===== src/sv/fba_mem.sv =====
// Simple dual-port synchronous RAM, one write and one registered read port.
// Depends on nothing; used for the leaf map and the summary map.
module fba_mem #(
  parameter int DEPTH = 128,
  parameter int WIDTH = 32
) (
  input  logic                                   clk,
  input  logic                                   we,
  input  logic [(DEPTH > 1 ? $clog2(DEPTH) : 1)-1:0] waddr,
  input  logic [WIDTH-1:0]                       wdata,
  input  logic [(DEPTH > 1 ? $clog2(DEPTH) : 1)-1:0] raddr,
  output logic [WIDTH-1:0]                       rdata
);

  logic [WIDTH-1:0] mem [DEPTH];

  // Write port
  always_ff @(posedge clk) begin
    if (we) mem[waddr] <= wdata;
  end

  // Registered read port
  always_ff @(posedge clk) begin
    rdata <= mem[raddr];
  end

endmodule


===== config.mk =====
export PLATFORM = sky130hd
export DESIGN_NAME = fba_mem
export DESIGN_NICKNAME = d
export VERILOG_FILES = /design/src/sv/fba_mem.sv
export SDC_FILE = /design/constraint.sdc
export NUM_CORES = 2
export LEC_CHECK = 0
export BUFFER_PORTS_ARGS = -buffer_cell sky130_fd_sc_hd__buf_2
export CAP_MARGIN = 30
export CORE_ASPECT_RATIO = 1.75
export CORE_UTILIZATION = 35
export DETAILED_ROUTE_END_ITERATION = 10
export HOLD_SLACK_MARGIN = 0.05
export PLACE_DENSITY = 0.46
export SLEW_MARGIN = 20
export SYNTH_ARGS = -nofsm -noshare
export SYNTH_HDL_FRONTEND = slang
export SYNTH_SLANG_ARGS = --single-unit

===== constraint.sdc =====
create_clock -name clk -period 4.9 [get_ports clk]
set_input_delay 0 -clock clk [delete_from_list [all_inputs] [get_ports clk]]
set_output_delay 0 -clock clk [all_outputs]
set_load 0.02 [all_outputs]

After elaboration in Yosys (flattened, before gate mapping)
Memory sizes are Yosys's and may differ from the RTL's. A register that Yosys moved wholly into a read port is not among the register bits.
Index checks and enable logic that the tools add are counted.
- register bits after elaboration: 0
- latch bits: 0
- bits in writable memories: 4096
- ROM bits: 0
- bits of input ports: 48
- output and inout bits: 32
- logic and storage cells: 3
- memories kept: 1
- memories (memory ; depth ; width ; rd ports ; clocked after Yosys merged registers in ; write ports ; line ; text):
    mem ; 128 ; 32 ; 1 ; 1 ; 1 ; 15 ; logic [WIDTH-1:0] mem [DEPTH];
- add/subtract/negate cells: 0
- $mul: 0
- div/mod/pow operators: 0
- order comparisons: 0
- equal/unequal tests: 0
- shifts and indexed selects: 0
- multiplexer cells: 2
- bitwise gates (word level): 0
- reduce and logical (&&, ||, !) cells: 0
- operators with widths (operator ; number):
    $mux 1 ; 2

Depth between registers and ports, before layout
- depth in word-level cells: 2
- mapped depth: 8
- depth with buffers taken out: 4

Worst setup path after synthesis
OpenSTA, ideal clock, no wires.
- path kind: input to register
- from: in we
- to: mem mem[98][0], enable pin
- setup time: 0.461 ns
- data arrival time: 2.778 ns
- required time: 4.439 ns
- path slack: 1.661 ns
- cell stages on the path: 3
- buffers on the path: 1
- cell sequence: clkbuf_1 nand4_1 nor3_1
- word-level cells in the longest chain between the ends: 2
- RTL lines (what ; line ; text):
    start, declared ; 8 ; input logic we,
    $mux 1 ; 19 ; if (we) mem[waddr] <= wdata;
    $mux 1 (implied by the code) ; 19 ;
    end, declared ; 15 ;
Every way passes these cells.

Worst setup path in the final report
- from: in waddr[0] in the netlist's numbering
- to: mem mem[119][6], enable pin
- RTL lines (what ; line ; text):
    start, declared ; 9 ; input logic [(DEPTH > 1 ? $clog2(DEPTH) : 1)-1:0] waddr,
Straight into the memory's write port.

==> results.toml <==
[status]
outcome = "finished clean"

[sta]
hold_violations = 0
rsz0062_at_grt = "no"
finClkSkew_ps = 66.49
setup_tns_ps = 0
fin_crit_sh_pct = 64.77
worstMarginPinSlew_ps = 1154
layout_min_cycle_time_ps = 3174
relSlewSlack_pct = 23.05
max_freq_mhz = 315.1
final_max_slew_viol_count = 0
finalSetupViolCount = 0

[global_routing]
grt_pass1_vias = 74140
track_usage_pct = 21.64
gr-usage-met2_pct = 40.77
top_usage_layer = "met2"
grt_overflow = 0
grt_first_pass_wirelength_um = 657600
antenna_found_initial = 58
grtUsageMet1_pct = 25.33
grt_max_degree = 129
met3_usage_pct = 2.645

[clock_network]
cts_setup_buffers = 0
numCtsBuffers = 383
clockRootBuffer = "clkbuf_16"
cts_sinks = 4128
cts_max_level = 5
clk_pin_slew_ps = 60
cts_tree = "done"
clkLatencyLatePin_ps = 990
cts_buffer_depth = 4

[logic_synthesis]
synthTopCellsByCount = "edfxtp_1 (4096), mux4_2 (1344), clkbuf_1 (182)"
synth.distinct_cells = 17
netlist_area_um2 = 156300
ys_seq_area_share_pct = 79.12
syn_avg_cell_area_um2 = 26.09
synth-edff-count = 4096
ys.flop_type = "edfxtp_1"
synth_nets = 6038
syn_inst = 5990
ys_ff_latch = 4128
yosysWarningCount = 0
yosys-top-cells-area = "edfxtp_1 (79%), mux4_2 (19%), clkbuf_1 (0.44%), dfxtp_1 (0.41%), nor2_1 (0.29%)"
synth.most_common_cell = "edfxtp_1"
synth_top_area_share_pct = 78.71
async_flop_share_pct = 0
netlist.top_cell.by_area = "edfxtp_1"

[finish]
multi_input_area_um2 = 32290
drive_above_1_share_pct = 36.18
nets = 6546
stdcell_area_um2 = 180400
fillCellCount = 38430
seqCellArea_um2 = 123600
area_growth_pct = 15.46

[worst_hold_path]
holdPathEnd = "mem[124][24]"
hold_path_class = "primary input to flop"
hold_path_depth = 2
worstHoldStart = "wdata[24]"

[place]
gp_congestion = 0.7887
dpl.hpwl_um = 292000
io_buffers = 79
place_area_um2 = 167300

[drt]
drc_errors = 0
totalWireLength_um = 484100
vias = 69730
wl_per_cell_um = 37.80
vias_per_cell = 5.445
dr.pass1.iters = 6
drt-initial-drc-count = 7521
final_antenna_net_count = 0

[floorplan]
ios = 80
die_w_um = 507.1
core_um2 = 444700
die_h_um = 886.0
fp-row-count = 324
start_util_pct = 35.14
dieArea_um2 = 449300

[setup_path]
r2r_slack_ps = 2190
required_ps = 5510
timing_worst_setup_path_type = "primary input to flop"
crit_fanout = 19
cp.arrival_ps = 3790
critPathLaunchType = "primary input"
worstRegToRegCells = 4
r2r-end = "rdata[3]"
r2r-start = "mem[84][3]"
endpoint_kind = "flop"

[power]
ir_drop_uv = 297.1
power_leakage_nw = 54.49
power_density_nw_per_um2 = 405.8

[flow_run]
cap_viol_max_count = 0
-- layout by cell type (no fill, tap or decap), types with 5 or more instances in the layout --
cell / count
edfxtp_1: 4096
mux4_2: 1344
clkbuf_16: 388
buf_4: 251
diode_2: 132
nor2_4: 119
clkinv_2: 89
buf_12: 88
clkbuf_1: 72
clkinv_1: 60
dlygate4sd3_1: 49
buf_2: 40
mux2_2: 32
bufinv_16: 32
dfxtp_1: 32
clkbuf_8: 16
clkinvlp_4: 13
nand2_1: 11
nor3_2: 9
nand3_1: 8
inv_6: 8
nor2b_1: 7
buf_16: 6
clkinv_8: 5
inv_16: 5
-- flip-flops by register name, summed over array words and instances (netlist names) --
| signal | count |
|---|---|
| mem | 4096 |
| rdata | 32 |
-- critical path: stages --
cell and delay (ps):
dlygate4sd3_1 750, buf_2 470, nand4_1 780, buf_4 540, nor2_4 700, buf_4 480
-- worst max path at each step --
| stage | slack [ps] | cells past startpoint | endpoint | from |
|---|---|---|---|---|
| floorplan | 1660 | 3 | mem[98][0] | we |
| global placement | 1180 | 7 | rdata[23] | raddr[0] |
| detailed placement | 1180 | 7 | rdata[23] | raddr[0] |
| CTS | 1730 | 6 | mem[119][6] | waddr[0] |
| global route | 1680 | 6 | mem[119][6] | waddr[0] |
| finish | 1730 | 6 | mem[119][6] | waddr[0] |
-- layout make-up --
class / count / area share (%)
diodes: 132 / 0.1831
clock buffers: 476 / 5.653
flip-flops and latches: 4128 / 68.52
repair buffers: 439 / 2.535
well taps: 5868 / 4.069
clock inverters: 218 / 1.140
multi-input cells: 1546 / 17.90
-- what timing repair did --
item / CTS / global route
hold endpoints to repair: 2656 / 23
hold buffers: 47 / 2
gates resized for setup: 0 / 0
-- logic make-up after synthesis --
group / synth area share, %
buffers and inverters: 0.8391
DFF: 79.12
muxes: 19.60
and+or+nand+nor: 0.4460
-- layer usage --
metal	vias up	share of wire [%]	wire length (um)
li1	27540	-	-
met3	485	4.1	19870
met5	-	0.0027	13
met4	2	2.6	12700
met1	39860	37	177500
met2	1840	57	274000
-- where the power goes --
part	internal (mW)	switching (mW)	leakage, nW
clock network	16.5	13.4	6.03
registers	39.0	0.204	37.1
logic	1.50	2.59	11.4
-- stage by stage --
stage                     std cells  total power, mW  setup slack [ps]  hold WS (ps)  util [%]
after floorplan                5990            41.73              1661         98.87         -
after global placement        11920            44.07              1179         480.0     37.58
after detailed placement      11930            44.12              1180         496.0     37.61
after CTS                     12670            74.07              1728         50.90     40.47
after global routing          12780            75.25              1680         118.1     40.56
final                         12810            73.22              1726         110.6     40.57
No activity file was read; power rests on OpenSTA's default activity.
